### src/sv/rrd_pkg.sv
// Shared types and constants for the receive-ring record deframer.
// No dependencies; imported by rrd_skid and rx_ring_record_deframer_unit.
package rrd_pkg;

	localparam int RING_BYTES_DEF = 8192;
	localparam int TDATA_W        = 96;

	localparam logic [11:0] MAX_LEN_RST    = 12'd1518;
	localparam logic [15:0] MIN_FRAME_LEN  = 16'd14;
	localparam logic [16:0] CRC_LEN        = 17'd4;
	localparam logic [16:0] PAD_ROUND      = 17'd3;
	localparam logic [15:0] PTR_REPORT_OFS = 16'd16;
	localparam logic [15:0] STATUS_OK_MASK = 16'h0001;

	localparam logic KIND_PAYLOAD = 1'b0;
	localparam logic KIND_END     = 1'b1;

	// header byte positions, little-endian status then length
	localparam logic [1:0] HDR_STATUS_LO = 2'd0;
	localparam logic [1:0] HDR_STATUS_HI = 2'd1;
	localparam logic [1:0] HDR_LEN_LO    = 2'd2;
	localparam logic [1:0] HDR_LEN_HI    = 2'd3;

	typedef enum logic [3:0] {
		PH_HDR       = 4'b0001,
		PH_PAY       = 4'b0010,
		PH_TAIL_ACC  = 4'b0100,
		PH_TAIL_SKIP = 4'b1000
	} rrd_phase_t;

	typedef struct packed {
		logic        kind;
		logic        last;
		logic [7:0]  payload_byte;
		logic        record_accepted;
		logic [15:0] pointer_report;
		logic [31:0] good_count;
		logic [31:0] drop_count;
	} rrd_result_t;

endpackage

### src/sv/rrd_skid.sv
// Two-entry output stage: result register plus skid register.
// Depends on rrd_pkg for the result type.
module rrd_skid (
	input  logic                clk,
	input  logic                arst_n,
	input  logic                in_valid,
	input  rrd_pkg::rrd_result_t in_data,
	output logic                in_ready,
	output logic                out_valid,
	input  logic                out_ready,
	output rrd_pkg::rrd_result_t out_data
);
	import rrd_pkg::*;

	rrd_result_t out_q;
	rrd_result_t skid_q;
	logic        out_valid_q;
	logic        skid_valid_q;
	logic        out_free;

	// out slot can take a new entry this cycle
	assign out_free = !out_valid_q || out_ready;
	assign in_ready = !skid_valid_q;
	assign out_valid = out_valid_q;
	assign out_data  = out_q;

	always_ff @(posedge clk or negedge arst_n) begin
		if (!arst_n) begin
			out_valid_q  <= 1'b0;
			skid_valid_q <= 1'b0;
		end else begin
			if (out_free) begin
				if (skid_valid_q) begin
					out_valid_q  <= 1'b1;
					skid_valid_q <= 1'b0;
				end else begin
					out_valid_q <= in_valid;
				end
			end else if (in_valid) begin
				skid_valid_q <= 1'b1;
			end
		end
	end

	always_ff @(posedge clk) begin
		if (out_free) begin
			if (skid_valid_q) begin
				out_q <= skid_q;
			end else if (in_valid) begin
				out_q <= in_data;
			end
		end else if (in_valid) begin
			skid_q <= in_data;
		end
	end

endmodule

### src/sv/rx_ring_record_deframer_unit.sv
// Receive-ring record deframer, top level. Uses rrd_pkg and rrd_skid.
// An accepted byte's result is registered into the rrd_skid output stage, where a stalled sink can hold it.
// Throughput: one ring byte per cycle while s_tready is high; the header/length parser updates on each accepted byte.
// s_tready drops only while both output entries are held by a stalled sink.
// Reset (arst_n, async): parser to header phase, pointer and counters to zero,
// max_frame_len to 1518, output stage empty.
module rx_ring_record_deframer_unit #(
	parameter int RING_BYTES = rrd_pkg::RING_BYTES_DEF
) (
	input  logic                        clk,
	input  logic                        arst_n,
	input  logic                        s_tvalid,
	output logic                        s_tready,
	input  logic [7:0]                  s_tdata,  // [7:0] ring_byte
	output logic                        m_tvalid,
	input  logic                        m_tready,
	output logic [rrd_pkg::TDATA_W-1:0] m_tdata,  // [7:0] payload_byte, [8] record_accepted,
	                                              // [24:9] pointer_report, [56:25] good_count,
	                                              // [88:57] drop_count, rest zero
	output logic                        m_tlast,  // payload_last
	output logic                        m_tuser,  // result_kind
	input  logic                        cfg_wr_en,
	input  logic [11:0]                 cfg_wr_data
);
	import rrd_pkg::*;

	localparam int PTR_W = (RING_BYTES > 1) ? $clog2(RING_BYTES) : 1;
	localparam int PAD_W = TDATA_W - 89;

	logic [11:0]      max_len_q;
	rrd_phase_t       phase_q, phase_nxt;
	logic [1:0]       hdr_idx_q, hdr_idx_nxt;
	logic             status_ok_q, status_ok_nxt;
	logic [15:0]      len_q, len_nxt;
	logic [16:0]      left_q, left_nxt;
	logic [PTR_W-1:0] ptr_q, ptr_nxt;
	logic [31:0]      good_cnt_q, good_cnt_nxt;
	logic [31:0]      drop_cnt_q, drop_cnt_nxt;

	logic        accept;
	logic        emit;
	logic        rd_ready;
	rrd_result_t res;
	rrd_result_t out_res;

	logic [15:0] hdr_len;
	logic [16:0] padded;
	logic [16:0] left_dec;
	logic [16:0] tail_len;
	logic        frame_ok;
	logic [15:0] ptr_report;

	assign s_tready = rd_ready;
	assign accept   = s_tvalid && rd_ready;

	always_comb begin
		ptr_nxt    = (ptr_q == PTR_W'(RING_BYTES - 1)) ? '0 : ptr_q + 1'b1;
		ptr_report = 16'(ptr_nxt) - PTR_REPORT_OFS;
		hdr_len    = {s_tdata, len_q[7:0]};
		padded     = (17'(hdr_len) + PAD_ROUND) & ~PAD_ROUND;
		frame_ok   = status_ok_q && (hdr_len >= MIN_FRAME_LEN) &&
		             (hdr_len <= 16'(max_len_q));
		left_dec   = (left_q != '0) ? left_q - 17'd1 : '0;
		// CRC plus padding after the last payload byte
		tail_len   = CRC_LEN + 17'(2'(2'd0 - len_q[1:0]));
	end

	always_comb begin
		phase_nxt     = phase_q;
		hdr_idx_nxt   = hdr_idx_q;
		status_ok_nxt = status_ok_q;
		len_nxt       = len_q;
		left_nxt      = left_q;
		good_cnt_nxt  = good_cnt_q;
		drop_cnt_nxt  = drop_cnt_q;
		emit          = 1'b0;
		res           = '0;

		unique case (phase_q)
			PH_HDR: begin
				unique case (hdr_idx_q)
					HDR_STATUS_LO: status_ok_nxt = (16'(s_tdata) & STATUS_OK_MASK) != '0;
					HDR_STATUS_HI: ;
					HDR_LEN_LO:    len_nxt = 16'(s_tdata);
					HDR_LEN_HI:    len_nxt = hdr_len;
					default:       ;
				endcase
				if (hdr_idx_q != HDR_LEN_HI) begin
					hdr_idx_nxt = hdr_idx_q + 2'd1;
				end else begin
					hdr_idx_nxt = HDR_STATUS_LO;
					if (frame_ok) begin
						good_cnt_nxt = good_cnt_q + 32'd1;
						left_nxt     = 17'(hdr_len) - CRC_LEN;
						phase_nxt    = PH_PAY;
					end else begin
						if (status_ok_q) drop_cnt_nxt = drop_cnt_q + 32'd1;
						if (padded == '0) begin
							// zero-length record ends on its last header byte
							emit                = 1'b1;
							res.kind            = KIND_END;
							res.pointer_report  = ptr_report;
							left_nxt            = '0;
						end else begin
							left_nxt  = padded;
							phase_nxt = PH_TAIL_SKIP;
						end
					end
				end
			end
			PH_PAY: begin
				emit             = 1'b1;
				res.kind         = KIND_PAYLOAD;
				res.payload_byte = s_tdata;
				if (left_dec == '0) begin
					res.last  = 1'b1;
					left_nxt  = tail_len;
					phase_nxt = PH_TAIL_ACC;
				end else begin
					left_nxt = left_dec;
				end
			end
			PH_TAIL_ACC, PH_TAIL_SKIP: begin
				left_nxt = left_dec;
				if (left_dec == '0) begin
					emit                = 1'b1;
					res.kind            = KIND_END;
					res.record_accepted = (phase_q == PH_TAIL_ACC);
					res.pointer_report  = ptr_report;
					phase_nxt           = PH_HDR;
					hdr_idx_nxt         = HDR_STATUS_LO;
				end
			end
			default: phase_nxt = PH_HDR;
		endcase

		res.good_count = good_cnt_nxt;
		res.drop_count = drop_cnt_nxt;
	end

	always_ff @(posedge clk or negedge arst_n) begin
		if (!arst_n) begin
			max_len_q   <= MAX_LEN_RST;
			phase_q     <= PH_HDR;
			hdr_idx_q   <= HDR_STATUS_LO;
			status_ok_q <= 1'b0;
			len_q       <= '0;
			left_q      <= '0;
			ptr_q       <= '0;
			good_cnt_q  <= '0;
			drop_cnt_q  <= '0;
		end else begin
			if (cfg_wr_en) max_len_q <= cfg_wr_data;
			if (accept) begin
				phase_q     <= phase_nxt;
				hdr_idx_q   <= hdr_idx_nxt;
				status_ok_q <= status_ok_nxt;
				len_q       <= len_nxt;
				left_q      <= left_nxt;
				ptr_q       <= ptr_nxt;
				good_cnt_q  <= good_cnt_nxt;
				drop_cnt_q  <= drop_cnt_nxt;
			end
		end
	end

	rrd_skid u_skid (
		.clk       (clk),
		.arst_n    (arst_n),
		.in_valid  (accept && emit),
		.in_data   (res),
		.in_ready  (rd_ready),
		.out_valid (m_tvalid),
		.out_ready (m_tready),
		.out_data  (out_res)
	);

	assign m_tdata = {{PAD_W{1'b0}}, out_res.drop_count, out_res.good_count,
	                  out_res.pointer_report, out_res.record_accepted, out_res.payload_byte};
	assign m_tlast = out_res.last;
	assign m_tuser = out_res.kind;

	// back-pressure only once the result register is occupied
	a_stall_implies_full: assert property (@(posedge clk) disable iff (!arst_n)
		!s_tready |-> m_tvalid)
		else $error("input stalled with empty output register");

	a_payload_has_bytes: assert property (@(posedge clk) disable iff (!arst_n)
		(phase_q == PH_PAY) |-> (left_q != '0))
		else $error("payload phase with no bytes left");

	a_hdr_idx_in_header: assert property (@(posedge clk) disable iff (!arst_n)
		(hdr_idx_q != HDR_STATUS_LO) |-> (phase_q == PH_HDR))
		else $error("header index running outside header phase");

	a_counts_hold_idle: assert property (@(posedge clk) disable iff (!arst_n)
		!accept |=> ($stable(good_cnt_q) && $stable(drop_cnt_q) && $stable(ptr_q)))
		else $error("parser state moved without an accepted byte");

endmodule

### config.mk
export PLATFORM = sky130hd
export DESIGN_NAME = rx_ring_record_deframer_unit
export DESIGN_NICKNAME = d
export VERILOG_FILES = /design/src/sv/rrd_pkg.sv /design/src/sv/rrd_skid.sv /design/src/sv/rx_ring_record_deframer_unit.sv
export SDC_FILE = /design/constraint.sdc
export NUM_CORES = 1
export LEC_CHECK = 0
export BUFFER_PORTS_ARGS = -buffer_cell sky130_fd_sc_hd__buf_2
export CAP_MARGIN = 5
export CORE_UTILIZATION = 65
export DETAILED_ROUTE_END_ITERATION = 16
export PLACE_DENSITY = 0.86
export REMOVE_ABC_BUFFERS = 1
export SYNTH_ARGS = -nofsm -noshare
export SYNTH_HDL_FRONTEND = slang
export SYNTH_SLANG_ARGS = --single-unit
### constraint.sdc
create_clock -name clk -period 20.9 [get_ports clk]
set_input_delay 4.18 -clock clk [delete_from_list [all_inputs] [get_ports clk]]
set_output_delay 4.18 -clock clk [all_outputs]
set_load 0.05 [all_outputs]
==> reports/metrics.cfg <==
[run_status]
status = completed

[route]
drt-total-wl_um = 33100
ant_nets = 0
first_pass_iters = 6
post_drt_wl_per_cell_um = 19.0
dr.first_iter.drc_count = 805
via_per_inst = 6.15
drc_errors = 0
route.vias.total = 10700

[worst_setup_path]
reg2reg_to = u_skid.skid_q[0]
reg2reg_depth = 9
start_kind = input pin
cp-startpoint = s_tdata[1]
reg2reg_setup_slack_ns = 15.39
critPathBufInv = 4
cp-endpoint = u_skid.skid_q[0]
arrival_ns = 8.68
worst_setup_path_end_kind = register
cp_slowest_stage_delay_ns = 1.05
crit_path_frequent_cell = buf_4
cp_max_fo = 67
worstReg2RegStart = len_q[4]
cp_data_required_time_ns = 21.06
cp_slowest_cell = a211oi_4
worstSetupPathType = input pin to register
cp.depth = 12
crit_chain = buf_2 -> ha_1 -> a21oi_1 -> o21ai_0 -> nor3_1 -> a21oi_1 -> a21oi_4 -> buf_4 -> o32a_1 -> buf_4 -> a211oi_4 -> buf_4
path_delay_family = compound AO/OA/AOI/OAI gates

[power_and_ir_drop]
leakagePower_nw = 6.66
peakVddDrop_v = 0.0000880
power_density_nw_per_um2 = 92.0

[die]
io_pins = 125
initial_core_util_pct = 66.7
die_y_um = 155
die_w_um = 155
die-area_um2 = 24000
coreArea_um2 = 22800
rows = 55

[sta]
rsz0062_at_grt = no
relSlewSlack_pct = 17.1
period_share_pct = 40.8
final-hold-violation-count = 0
fin_worst_skew_ns = 0.0207
worst_slew_pin_slew_ns = 1.24
final_max_slew_viol_count = 0
clock.fmax_mhz = 117
whs_ns = 0.495
setup_viol = 0
period_needed_ns = 8.52
fin_tns_setup_ns = 0

[synth]
ys_seq_elements = 301
synth_area_leaders = edfxtp_1, dfrtp_1, mux2_2, xnor2_1, xor2_1
synth-edff-count = 178
yosysUniqueCellTypes = 79
syn_area_per_cell_um2 = 11.5
ys_dominant_reg_cell = edfxtp_1
yosysSeqAreaShare_pct = 55.6
yosys_warnings = 0
post_synth_xor_area_fraction_pct = 9.81
synth_top_family_by_area = simple AND/OR/NAND/NOR gates
async_flop_share_pct = 40.9
syn-instance-count = 1317
synthMuxAreaShare_pct = 6.64
synth_fa_ha_area_share_pct = 1.98
yosysTopAreaCellShare_pct = 35.2
synth_compound_area_share_pct = 7.24
synth_top_area_cell = edfxtp_1
synth_area_um2 = 15200
synth-simple-area-share_pct = 15.7

[grt]
grt_pass1_vias = 10400
grt_util_met3_pct = 3.47
use_met1_pct = 39.3
gr-usage-met2_pct = 46.2
grt_pass1_wl_um = 53800
grt_usage_pct = 28.2
grt_max_degree = 90
antenna_found_initial = 0
top_usage_layer = met2
grt-ovfl-total = 0

[place]
routabilityCongestion = 0.973
dpl.hpwl_um = 21400
io_buffers = 117

[final_layout]
drive_gt1_share_pct = 20.7
fin_nets = 1457
fillers = 1490
antenna_cells = 0
layout-area-overhead-vs-synth_pct = 11.5

[clock_network]
htreeDepth = 1
insertion_delay_ns = 0.55
cts.path.max_buffers = 3
clockRootBuffer = clkbuf_16
clk_pin_slew_ns = 0.06
post_cts_resized = 0
cts_tree = yes
cts_hold_buf = 0
cts_inserted_buffers = 30
post-cts-setup-buffer-count = 0
cts_sinks = 301

[worst_hold_path]
min_path_type = register to register

[job]
drv_cap = 0

## cell families after synthesis
family / count (synthesis)
xor gates and xnor gates: 170
muxes: 90
adders and majority gates: 24
buffers and inverters: 108
AOI/OAI and AO/OA: 154
and+or+nand+nor: 469
DFF: 301
other: 1
## per-stage QoR
stage	std cells	cell area, um^2	total power (W)	utilization [%]	setup WS, ns
finish	1745	16900	0.00156	74.3	12.38
global route	1745	16900	0.00163	74.3	12.09
detailed placement	1689	16000	0.00103	70.1	11.94
global placement	1689	16000	0.00102	70.1	12.04
CTS	1745	16900	0.00156	74.3	12.44
floorplan	1248	14900	0.000941	-	7.14
## power breakdown
| part | internal (W) | switching (W) | leakage [nW] |
|---|---|---|---|
| Sequential | 0.000664 | 0.0000756 | 3.18 |
| Combinational | 0.000117 | 0.000174 | 3.02 |
| Clock | 0.000303 | 0.000223 | 0.462 |
| Total | 0.00108 | 0.000473 | 6.66 |
## Yosys cell counts, types with 13 or more instances
master,instances
nand2_1,134
nand3_1,61
nand4_1,30
or3_1,13
inv_1,32
edfxtp_1,178
clkbuf_1,47
nor3_1,40
o21ai_0,40
nor2_1,80
xor2_1,73
o31ai_1,21
and2_1,17
ha_1,24
xnor2_1,97
nor4_1,18
dfrtp_1,114
and3_1,18
a21oi_1,28
mux2_2,85
## registers in the layout, indices dropped and copies added (netlist names)
signal               flops
u_skid.out_data         89
u_skid.skid_q           89
drop_cnt_q              32
good_cnt_q              32
left_q                  17
ptr_q                   13
max_len_q               12
len_q                    8
phase_q                  4
hdr_idx_q                2
status_ok_q              1
u_skid.out_valid         1
u_skid.skid_valid_q      1
## layout by cell type (no fill, tap or decap), types with 6 or more instances in the layout
cell type  count
o21a_1         6
mux2_2        85
ha_1          24
xnor2_1       97
clkbuf_16     30
or3_1         13
and2_1        17
nand3_1       61
nor3_1        40
clkbuf_1      10
buf_2        116
nand2_1      134
edfxtp_1     178
or2_2          8
xor2_1        73
nand4_1       30
dfrtp_1      114
and4_1         6
o31ai_1       21
conb_1         7
a21oi_1       28
nor2_1        80
o211ai_1       7
dfstp_2        9
buf_4         12
clkinv_1       7
nor4_1        18
or4_1          8
inv_1         32
o21ai_0       39
and3_1        18
## worst min-delay path by stage
stage	startpoint	end	slack (ns)	cells after the start
after floorplan	drop_cnt_q[31]	drop_cnt_q[31]	0.46	1
after global placement	drop_cnt_q[31]	drop_cnt_q[31]	0.47	1
after detailed placement	drop_cnt_q[31]	drop_cnt_q[31]	0.48	1
after CTS	good_cnt_q[31]	good_cnt_q[31]	0.50	1
after global routing	good_cnt_q[31]	good_cnt_q[31]	0.51	1
final	good_cnt_q[31]	good_cnt_q[31]	0.50	1
## per-layer routing
layer  part of all wire (%)  vias to the layer above
met3                    6.6                       81
met5                      0                        -
li1                       -                     4925
met1                     42                     5240
met4                    3.1                        0
met2                     48                      479
## area by class of cell
| class | instances | area (um^2) | share of cell area [%] |
|---|---|---|---|
| timing repair buffer | 128 | 671 | 3.96 |
| multi-input combinational | 914 | 6350 | 37.5 |
| inverter | 33 | 125 | 0.739 |
| clock inverter | 16 | 169 | 0.998 |
| tap | 313 | 392 | 2.31 |
| clock buffer | 40 | 788 | 4.66 |
| sequential | 301 | 8430 | 49.8 |
Note: power is estimated with default switching activity, not from simulation.
